==> src/rtl/ep2c_pkg.sv <==
// Shared constants and helpers for the epoch-seconds to calendar converter.
// Used by the interfaces and the top level; depends on nothing.
`timescale 1ns / 1ps

package ep2c_pkg;

	localparam int unsigned SECS_W  = 32;
	localparam int unsigned YEAR_W  = 12;
	localparam int unsigned MONTH_W = 4;
	localparam int unsigned DAY_W   = 5;
	localparam int unsigned HOUR_W  = 5;
	localparam int unsigned MIN_W   = 6;
	localparam int unsigned SEC_W   = 6;

	// Whole days fit in 16 bits for a 32-bit second count
	localparam int unsigned DAYS_W  = 16;

	localparam logic [31:0] DAY_SECS  = 32'd86400;
	localparam logic [31:0] HOUR_SECS = 32'd3600;
	localparam logic [31:0] MIN_SECS  = 32'd60;

	localparam logic [YEAR_W-1:0] EPOCH_YEAR = 12'd1970;
	// Residues of the epoch year for the century and 400-year rules
	localparam logic [6:0] EPOCH_MOD100 = 7'd70;
	localparam logic [8:0] EPOCH_MOD400 = 9'd370;

	localparam logic [8:0] COMMON_YEAR_DAYS = 9'd365;
	localparam logic [8:0] LEAP_YEAR_DAYS   = 9'd366;

	localparam logic [MONTH_W-1:0] LAST_MONTH = 4'd11;
	localparam logic [MONTH_W-1:0] FEB        = 4'd1;

	// Length of a month, zero-based month index
	function automatic logic [4:0] month_len(input logic [MONTH_W-1:0] mon, input logic leap);
		logic [4:0] len;
		begin
			case (mon)
				4'd0:    len = 5'd31;
				4'd1:    len = leap ? 5'd29 : 5'd28;
				4'd2:    len = 5'd31;
				4'd3:    len = 5'd30;
				4'd4:    len = 5'd31;
				4'd5:    len = 5'd30;
				4'd6:    len = 5'd31;
				4'd7:    len = 5'd31;
				4'd8:    len = 5'd30;
				4'd9:    len = 5'd31;
				4'd10:   len = 5'd30;
				default: len = 5'd31;
			endcase
			return len;
		end
	endfunction

endpackage

==> src/rtl/ep2c_in_if.sv <==
// Input channel: one epoch second count per transaction.
// Depends on ep2c_pkg for the field width.
`timescale 1ns / 1ps

interface ep2c_in_if;
	logic                          valid;
	logic                          ready;
	logic [ep2c_pkg::SECS_W-1:0]   epoch_seconds;

	modport source (output valid, output epoch_seconds, input ready);
	modport sink   (input valid, input epoch_seconds, output ready);
endinterface

==> src/rtl/ep2c_out_if.sv <==
// Output channel: one calendar date and time of day per transaction.
// Depends on ep2c_pkg for the field widths.
`timescale 1ns / 1ps

interface ep2c_out_if;
	logic                          valid;
	logic                          ready;
	logic [ep2c_pkg::YEAR_W-1:0]   year;
	logic [ep2c_pkg::MONTH_W-1:0]  month;
	logic [ep2c_pkg::DAY_W-1:0]    day;
	logic [ep2c_pkg::HOUR_W-1:0]   hour;
	logic [ep2c_pkg::MIN_W-1:0]    minute;
	logic [ep2c_pkg::SEC_W-1:0]    second;

	modport source (output valid, output year, output month, output day,
		output hour, output minute, output second, input ready);
	modport sink   (input valid, input year, input month, input day,
		input hour, input minute, input second, output ready);
endinterface

==> src/rtl/epoch_seconds_to_calendar.sv <==
// Top level of the epoch-seconds to Gregorian calendar converter.
// Depends on ep2c_pkg, ep2c_in_if and ep2c_out_if.
`timescale 1ns / 1ps

// Converts an unsigned 32-bit count of seconds since 1970-01-01 00:00:00 into
// year, month, day, hour, minute and second (valid through 2106-02-07). One
// 33-bit subtract-and-compare unit does all the work under a small sequencer:
// 16 restoring steps split the count into days and leftover seconds, one step
// per year walks the years from 1970 (up to 136 steps plus one to stop), one
// step per month walks the months (up to 12), then 5 and 6 restoring steps
// extract hours and minutes. The year walk dominates the conversion time. The
// block takes one item at a time; req.ready is high only while the sequencer is
// idle. The finished result sits in an output register until taken, and the next
// item may be accepted meanwhile.
module epoch_seconds_to_calendar (
	input  logic              clk,
	input  logic              arst_n,
	ep2c_in_if.sink           req,
	ep2c_out_if.source        rsp
);

	localparam logic [2:0] ST_IDLE    = 3'd0;
	localparam logic [2:0] ST_DAYS    = 3'd1;
	localparam logic [2:0] ST_YEARS   = 3'd2;
	localparam logic [2:0] ST_MONTHS  = 3'd3;
	localparam logic [2:0] ST_HOURS   = 3'd4;
	localparam logic [2:0] ST_MINUTES = 3'd5;
	localparam logic [2:0] ST_FINISH  = 3'd6;

	logic [2:0]                       state_q;
	logic [3:0]                       k_q;
	logic [ep2c_pkg::SECS_W-1:0]      rem_q;
	logic [ep2c_pkg::DAYS_W-1:0]      days_q;
	logic [ep2c_pkg::YEAR_W-1:0]      year_q;
	logic [6:0]                       mod100_q;
	logic [8:0]                       mod400_q;
	logic [ep2c_pkg::MONTH_W-1:0]     mon_q;
	logic [ep2c_pkg::HOUR_W-1:0]      hour_q;
	logic [ep2c_pkg::MIN_W-1:0]       min_q;

	logic                             out_valid_q;
	logic [ep2c_pkg::YEAR_W-1:0]      out_year_q;
	logic [ep2c_pkg::MONTH_W-1:0]     out_month_q;
	logic [ep2c_pkg::DAY_W-1:0]       out_day_q;
	logic [ep2c_pkg::HOUR_W-1:0]      out_hour_q;
	logic [ep2c_pkg::MIN_W-1:0]       out_min_q;
	logic [ep2c_pkg::SEC_W-1:0]       out_sec_q;

	logic                             leap;
	logic [31:0]                      sub_a;
	logic [31:0]                      sub_b;
	logic [32:0]                      sub_full;
	logic                             ge;
	logic                             out_free;

	// Leap rule from the tracked residues
	assign leap = ((year_q[1:0] == 2'd0) && (mod100_q != 7'd0)) || (mod400_q == 9'd0);

	// Select operands of the shared subtractor
	always_comb begin
		sub_a = rem_q;
		sub_b = '0;
		unique case (state_q)
			ST_DAYS: begin
				sub_b = ep2c_pkg::DAY_SECS << k_q;
			end
			ST_YEARS: begin
				sub_a = {16'd0, days_q};
				sub_b = {23'd0, leap ? ep2c_pkg::LEAP_YEAR_DAYS : ep2c_pkg::COMMON_YEAR_DAYS};
			end
			ST_MONTHS: begin
				sub_a = {16'd0, days_q};
				sub_b = {27'd0, ep2c_pkg::month_len(mon_q, leap)};
			end
			ST_HOURS: begin
				sub_b = ep2c_pkg::HOUR_SECS << k_q;
			end
			ST_MINUTES: begin
				sub_b = ep2c_pkg::MIN_SECS << k_q;
			end
			default: begin
				sub_b = '0;
			end
		endcase
	end

	// Shared subtract and compare
	assign sub_full = {1'b0, sub_a} - {1'b0, sub_b};
	assign ge       = !sub_full[32];

	assign out_free  = !out_valid_q || rsp.ready;
	assign req.ready = (state_q == ST_IDLE);

	// Sequencer control
	always_ff @(posedge clk or negedge arst_n) begin
		if (!arst_n) begin
			state_q <= ST_IDLE;
			k_q     <= '0;
		end else begin
			unique case (state_q)
				ST_IDLE: begin
					if (req.valid) begin
						state_q <= ST_DAYS;
						k_q     <= 4'd15;
					end
				end
				ST_DAYS: begin
					k_q <= k_q - 4'd1;
					if (k_q == 4'd0) begin
						state_q <= ST_YEARS;
					end
				end
				ST_YEARS: begin
					if (!ge) begin
						state_q <= ST_MONTHS;
					end
				end
				ST_MONTHS: begin
					if ((mon_q == ep2c_pkg::LAST_MONTH) || !ge) begin
						state_q <= ST_HOURS;
						k_q     <= 4'd4;
					end
				end
				ST_HOURS: begin
					k_q <= k_q - 4'd1;
					if (k_q == 4'd0) begin
						state_q <= ST_MINUTES;
						k_q     <= 4'd5;
					end
				end
				ST_MINUTES: begin
					k_q <= k_q - 4'd1;
					if (k_q == 4'd0) begin
						state_q <= ST_FINISH;
					end
				end
				ST_FINISH: begin
					if (out_free) begin
						state_q <= ST_IDLE;
					end
				end
				default: begin
					state_q <= ST_IDLE;
				end
			endcase
		end
	end

	// Working registers of the conversion
	always_ff @(posedge clk) begin
		unique case (state_q)
			ST_IDLE: begin
				rem_q    <= req.epoch_seconds;
				days_q   <= '0;
				year_q   <= ep2c_pkg::EPOCH_YEAR;
				mod100_q <= ep2c_pkg::EPOCH_MOD100;
				mod400_q <= ep2c_pkg::EPOCH_MOD400;
				mon_q    <= '0;
			end
			ST_DAYS: begin
				// Restoring step: shift in one quotient bit
				if (ge) begin
					rem_q <= sub_full[31:0];
				end
				days_q <= {days_q[ep2c_pkg::DAYS_W-2:0], ge};
			end
			ST_YEARS: begin
				// Drop one whole year and advance the residues
				if (ge) begin
					days_q   <= sub_full[ep2c_pkg::DAYS_W-1:0];
					year_q   <= year_q + 12'd1;
					mod100_q <= (mod100_q == 7'd99) ? 7'd0 : mod100_q + 7'd1;
					mod400_q <= (mod400_q == 9'd399) ? 9'd0 : mod400_q + 9'd1;
				end
			end
			ST_MONTHS: begin
				if ((mon_q != ep2c_pkg::LAST_MONTH) && ge) begin
					days_q <= sub_full[ep2c_pkg::DAYS_W-1:0];
					mon_q  <= mon_q + 4'd1;
				end
			end
			ST_HOURS: begin
				if (ge) begin
					rem_q <= sub_full[31:0];
				end
				hour_q <= {hour_q[ep2c_pkg::HOUR_W-2:0], ge};
			end
			ST_MINUTES: begin
				if (ge) begin
					rem_q <= sub_full[31:0];
				end
				min_q <= {min_q[ep2c_pkg::MIN_W-2:0], ge};
			end
			default: begin
			end
		endcase
	end

	// Output register: hold the result until taken
	always_ff @(posedge clk or negedge arst_n) begin
		if (!arst_n) begin
			out_valid_q <= 1'b0;
		end else if ((state_q == ST_FINISH) && out_free) begin
			out_valid_q <= 1'b1;
		end else if (rsp.ready) begin
			out_valid_q <= 1'b0;
		end
	end

	always_ff @(posedge clk) begin
		if ((state_q == ST_FINISH) && out_free) begin
			out_year_q  <= year_q;
			out_month_q <= mon_q + 4'd1;
			out_day_q   <= days_q[ep2c_pkg::DAY_W-1:0] + 5'd1;
			out_hour_q  <= hour_q;
			out_min_q   <= min_q;
			out_sec_q   <= rem_q[ep2c_pkg::SEC_W-1:0];
		end
	end

	assign rsp.valid  = out_valid_q;
	assign rsp.year   = out_year_q;
	assign rsp.month  = out_month_q;
	assign rsp.day    = out_day_q;
	assign rsp.hour   = out_hour_q;
	assign rsp.minute = out_min_q;
	assign rsp.second = out_sec_q;

`ifndef SYNTHESIS
	// An accepted transaction starts the day split on the next cycle
	assert property (@(posedge clk) disable iff (!arst_n)
		(req.valid && req.ready) |=> (state_q == ST_DAYS))
		else $error("accepted transaction did not start the day split");

	// The year walk never passes the last representable year
	assert property (@(posedge clk) disable iff (!arst_n)
		(state_q == ST_YEARS) |-> (year_q <= 12'd2106))
		else $error("year walk ran past 2106");

	// The month walk stays within December
	assert property (@(posedge clk) disable iff (!arst_n)
		(state_q == ST_MONTHS) |-> (mon_q <= ep2c_pkg::LAST_MONTH))
		else $error("month walk ran past December");

	// A delivered result has month, hour, minute and second in range and a day of at least one
	assert property (@(posedge clk) disable iff (!arst_n)
		rsp.valid |-> ((rsp.month >= 4'd1) && (rsp.month <= 4'd12) && (rsp.day >= 5'd1)
			&& (rsp.hour <= 5'd23) && (rsp.minute <= 6'd59) && (rsp.second <= 6'd59)))
		else $error("result outside calendar range");
`endif

endmodule

==> src/flat_wrapper.sv <==
// flat-port wrapper written by rule: the top's interface ports become plain ports
module epoch_seconds_to_calendar_flat 
  (clk, arst_n, req_valid, req_epoch_seconds, req_ready, rsp_valid, rsp_year, rsp_month, rsp_day, rsp_hour, rsp_minute, rsp_second, rsp_ready);
  ep2c_in_if req_i ();
  ep2c_out_if rsp_i ();
  input  logic clk;
  input  logic arst_n;
  input wire logic [$bits(req_i.valid)-1:0] req_valid;
  input wire logic [$bits(req_i.epoch_seconds)-1:0] req_epoch_seconds;
  output wire logic [$bits(req_i.ready)-1:0] req_ready;
  output wire logic [$bits(rsp_i.valid)-1:0] rsp_valid;
  output wire logic [$bits(rsp_i.year)-1:0] rsp_year;
  output wire logic [$bits(rsp_i.month)-1:0] rsp_month;
  output wire logic [$bits(rsp_i.day)-1:0] rsp_day;
  output wire logic [$bits(rsp_i.hour)-1:0] rsp_hour;
  output wire logic [$bits(rsp_i.minute)-1:0] rsp_minute;
  output wire logic [$bits(rsp_i.second)-1:0] rsp_second;
  input wire logic [$bits(rsp_i.ready)-1:0] rsp_ready;
  assign req_i.valid = req_valid;
  assign req_i.epoch_seconds = req_epoch_seconds;
  assign req_ready = req_i.ready;
  assign rsp_valid = rsp_i.valid;
  assign rsp_year = rsp_i.year;
  assign rsp_month = rsp_i.month;
  assign rsp_day = rsp_i.day;
  assign rsp_hour = rsp_i.hour;
  assign rsp_minute = rsp_i.minute;
  assign rsp_second = rsp_i.second;
  assign rsp_i.ready = rsp_ready;
  epoch_seconds_to_calendar u_core (.clk(clk), .arst_n(arst_n), .req(req_i), .rsp(rsp_i));
endmodule
==> config.mk <==
export PLATFORM = sky130hd
export DESIGN_NAME = epoch_seconds_to_calendar_flat
export DESIGN_NICKNAME = d
export VERILOG_FILES = /design/src/rtl/ep2c_pkg.sv /design/src/rtl/ep2c_in_if.sv /design/src/rtl/ep2c_out_if.sv /design/src/rtl/epoch_seconds_to_calendar.sv /design/src/flat_wrapper.sv
export SDC_FILE = /design/constraint.sdc
export NUM_CORES = 1
export LEC_CHECK = 0
export CORE_MARGIN = 2
export CORE_UTILIZATION = 23
export DETAILED_ROUTE_END_ITERATION = 12
export DONT_BUFFER_PORTS = 1
export PLACE_DENSITY = 0.37
export RECOVER_POWER = 50
export SLEW_MARGIN = 15
export SYNTH_ARGS = -nofsm -noshare
export SYNTH_HDL_FRONTEND = slang
export SYNTH_SLANG_ARGS = --single-unit
==> constraint.sdc <==
create_clock -name clk -period 5.2 [get_ports clk]
set_input_delay 0.26 -clock clk [delete_from_list [all_inputs] [get_ports clk]]
set_output_delay 0.26 -clock clk [all_outputs]
set_load 0.02 [all_outputs]
==> flow_metrics.env <==
export IMPL_outcome="finished with violations"
export IMPL_violations="max-capacitance violations, max-slew violations"
export IMPL_placed_cells=1460
export IMPL_overflow=0
export IMPL_gp_congestion=0.832
export IMPL_crit_path_frequent_cell="a21oi_1"
export IMPL_hold_violations=0
export IMPL_grt_max_degree=39
export IMPL_endpoint_kind="flop"
export IMPL_synth_area_leaders="edfxtp_1 44%, nand2_1 7.4%, ha_1 6.4%, o21ai_0 5.1%, a21oi_1 3.6%"
export IMPL_setup_viol=0
export IMPL_nets=1075
export IMPL_start_kind="flop"
export IMPL_final_common_cell="nand2_1"
export IMPL_crit_arrival_ns=4.66
export IMPL_ys_flop_type="edfxtp_1"
export IMPL_worst_path_buf_inv=1
export IMPL_cp_required_ns=5.39
export IMPL_clk_latency_ns=0.44
export IMPL_io_buffers=0
export IMPL_drive_above_1_share=0.0846
export IMPL_num_vias=7080
export IMPL_criticalPathCategory="reg2reg"
export IMPL_critical_path_max_stage_delay_ns=0.49
export IMPL_drc=0
export IMPL_wirelength_um=25500
export IMPL_slowest_stage="a31oi_1"
export IMPL_relSlewSlack=-0.00444
export IMPL_drtPass1Iterations=6
export IMPL_slew_viol_final=26
export IMPL_yosys_area_top_type_share=0.438
export IMPL_async_reset_ff_frac=0.0584
export IMPL_core_area_um2=37800
export IMPL_die_h_um=200
export IMPL_synth_warnings=0
export IMPL_cts_setup_buffers=0
export IMPL_crit_fanout=5
export IMPL_grt_use_total=0.130
export IMPL_first_iter_violations=627
export IMPL_syn_inst=967
export IMPL_cts_made_buffers=17
export IMPL_initial_core_util=0.234
export IMPL_cts_root_buf="clkbuf_16"
export IMPL_hpwlAfterDp_um=18900
export IMPL_hp_class="in2reg"
export IMPL_utilization=0.276
export IMPL_final_cell_mix="174 x nand2_1, 129 x edfxtp_1, 90 x o21ai_0"
export IMPL_critPathTopFamily="compound AO/OA/AOI/OAI gates"
export IMPL_clk_path_buf_depth=2
export IMPL_die_area_um2=40100
export IMPL_grt_pass1_wl_um=40800
export IMPL_syn_area_um2=8850
export IMPL_antenna_cells=0
export IMPL_drv_cap=1
export IMPL_cts_tree="yes"
export IMPL_worst_pin_slew_ns=1.51
export IMPL_max_freq_mhz=224
export IMPL_finalCriticalPeriod_ns=4.46
export IMPL_path_cells="ha_1 > nor2b_1 > a21oi_1 > nor2_1 > a21oi_1 > mux2_2 > a21oi_1 > nor2_1 > ha_1 > inv_1 > fa_1 > a211oi_2 > o311a_4 > nor3_4 > o21ai_1 > nand3_1 > a31oi_1 > o21ai_0 > a221o_1"
export IMPL_antenna_found_initial=2
export IMPL_drt_antenna_violating_nets=0
export IMPL_grt_pass1_vias=7100
export IMPL_ios=76
export IMPL_post_drt_wl_per_cell_um=16.9
export IMPL_rsz0062_at_grt="false"
export IMPL_synth_fp_nets=1049
export IMPL_synth_distinct_cells=70
export IMPL_skew_ns=0.0182
export IMPL_tns_ns=0
export IMPL_min_period_over_period=0.858
export IMPL_clk_pin_slew_ns=0.06
export IMPL_ctsResizeCount=0
export IMPL_syn_area_per_cell_um2=9.15
export IMPL_htree_levels=4
export IMPL_synth_top_area_cell="edfxtp_1"
export IMPL_stdcell_count=1516
export IMPL_viasPerCell=4.67
export IMPL_die_x_um=200
export IMPL_synth_edff_count=129
export IMPL_fill_cells=4082
export IMPL_ys_ff_latch=137
export IMPL_area_growth_pct=17.7
export IMPL_rows=71
export IMPL_synth_seq_area_share=0.460
export IMPL_clock_sinks=137
==> routing by layer <==
layer	vias up	part of all wire	global-route usage
li1	3550	-	-
met1	3361	0.51	0.182
met2	144	0.44	0.201
met3	25	0.033	0.0210
met4	0	0.018	0.0490
met5	-	0	0
==> cell families (layout without fill, tap and decap cells) <==
family,count (synthesis),count (layout),synth area share
multiplexers,4,4,0.00466
AO/OA/AOI/OAI,258,258,0.185
adder cells (fa/ha/maj),47,47,0.0670
XOR/XNOR,49,49,0.0485
AND/OR/NAND/NOR,392,392,0.200
flip-flops,137,137,0.460
buffers and inverters,80,118,0.0343
==> flip-flops by register name, summed over array words and instances, names as in the netlist <==
signal	flops
u_core.rem_q	32
u_core.days_q	16
u_core.rsp.year	12
u_core.year_q	12
u_core.mod400_q	9
u_core.mod100_q	7
u_core.min_q	6
u_core.rsp.minute	6
u_core.rsp.second	6
u_core.hour_q	5
u_core.rsp.day	5
u_core.rsp.hour	5
u_core.k_q	4
u_core.mon_q	4
u_core.rsp.month	4
u_core.state_q	3
u_core.rsp.valid	1
==> per-stage QoR <==
stage	hold WS, ns	setup slack, ns	area (um2)
after floorplan	-0.0356	0.0967	8860
after global placement	-0.0349	0.714	9610
after detailed placement	-0.0349	0.749	9610
after CTS	0.00116	0.729	10400
after global routing	0.0141	0.422	10400
final	0.0224	0.736	10400
==> final timing paths <==
path | from | end | slack, ns | depth (start not counted)
setup / recovery | u_core.mon_q[0] | u_core.rem_q[26] | 0.74 | 19
hold / removal | req_epoch_seconds[7] | u_core.rem_q[7] | 0.02 | 2
setup reg to reg | u_core.mon_q[0] | u_core.rem_q[26] | 0.74 | 19
hold reg to reg | u_core.hour_q[4] | u_core.rsp.hour[4] | 0.42 | 0
max in group asynchronous | arst_n | u_core.k_q[2] | 4.71 | 1
min in group asynchronous | arst_n | u_core.k_q[1] | 0.18 | 1
==> synth_stat cells (3+ instances only) <==
library cell and instances:
nand2_1 174, edfxtp_1 129, o21ai_0 90, nor2_1 81
a21oi_1 63, ha_1 45, clkbuf_1 44, nand3_1 33
inv_1 26, xnor2_1 26, xor2_1 23, and2_1 20
nor3_1 17, and3_1 14, nand2b_1 14, o31ai_1 14
a31oi_1 12, nand4_1 11, dfrtp_1 8, nor2b_1 8
o21a_1 8, buf_1 6, a21o_1 5, a221o_1 5
o211ai_1 5, or2_2 5, o22ai_1 4, o32ai_1 4
or3_1 4, a211oi_1 3, a211oi_2 3, a21boi_0 3
a22o_1 3, a2bb2oi_1 3, buf_2 3, mux2i_1 3
o21ai_1 3, o21bai_1 3, o221ai_1 3, o31a_1 3
==> area by class of cell <==
| class | instances | area, um2 | area share |
|---|---|---|---|
| clock buffers | 17 | 425 | 0.0408 |
| clock inverters | 14 | 164 | 0.0157 |
| inverters | 27 | 101 | 0.00973 |
| multi-input cells | 750 | 4500 | 0.432 |
| flip-flops and latches | 137 | 4070 | 0.391 |
| well taps | 511 | 639 | 0.0614 |
| repair buffers | 60 | 520 | 0.0499 |
==> worst register-to-register path, stage by stage, from the launching register on <==
cell and delay, ns:
edfxtp_1 0.47, ha_1 0.26, nor2b_1 0.15, a21oi_1 0.12, nor2_1 0.05, a21oi_1 0.18
mux2_2 0.18, a21oi_1 0.07, nor2_1 0.11, ha_1 0.20, inv_1 0.06, fa_1 0.44
a211oi_2 0.33, o311a_4 0.22, nor3_4 0.06, o21ai_1 0.25, nand3_1 0.12, a31oi_1 0.49
o21ai_0 0.16, a221o_1 0.31
==> what timing repair did <==
item                                    4_1_cts  5_1_grt
endpoints found under the hold margin        31        0
endpoints found under the setup margin        0        0
hold buffers                                 24        0
Power is left out: the tool's default activity adds up to more than one toggle a clock period on the data nets, which glitch-free logic cannot reach.
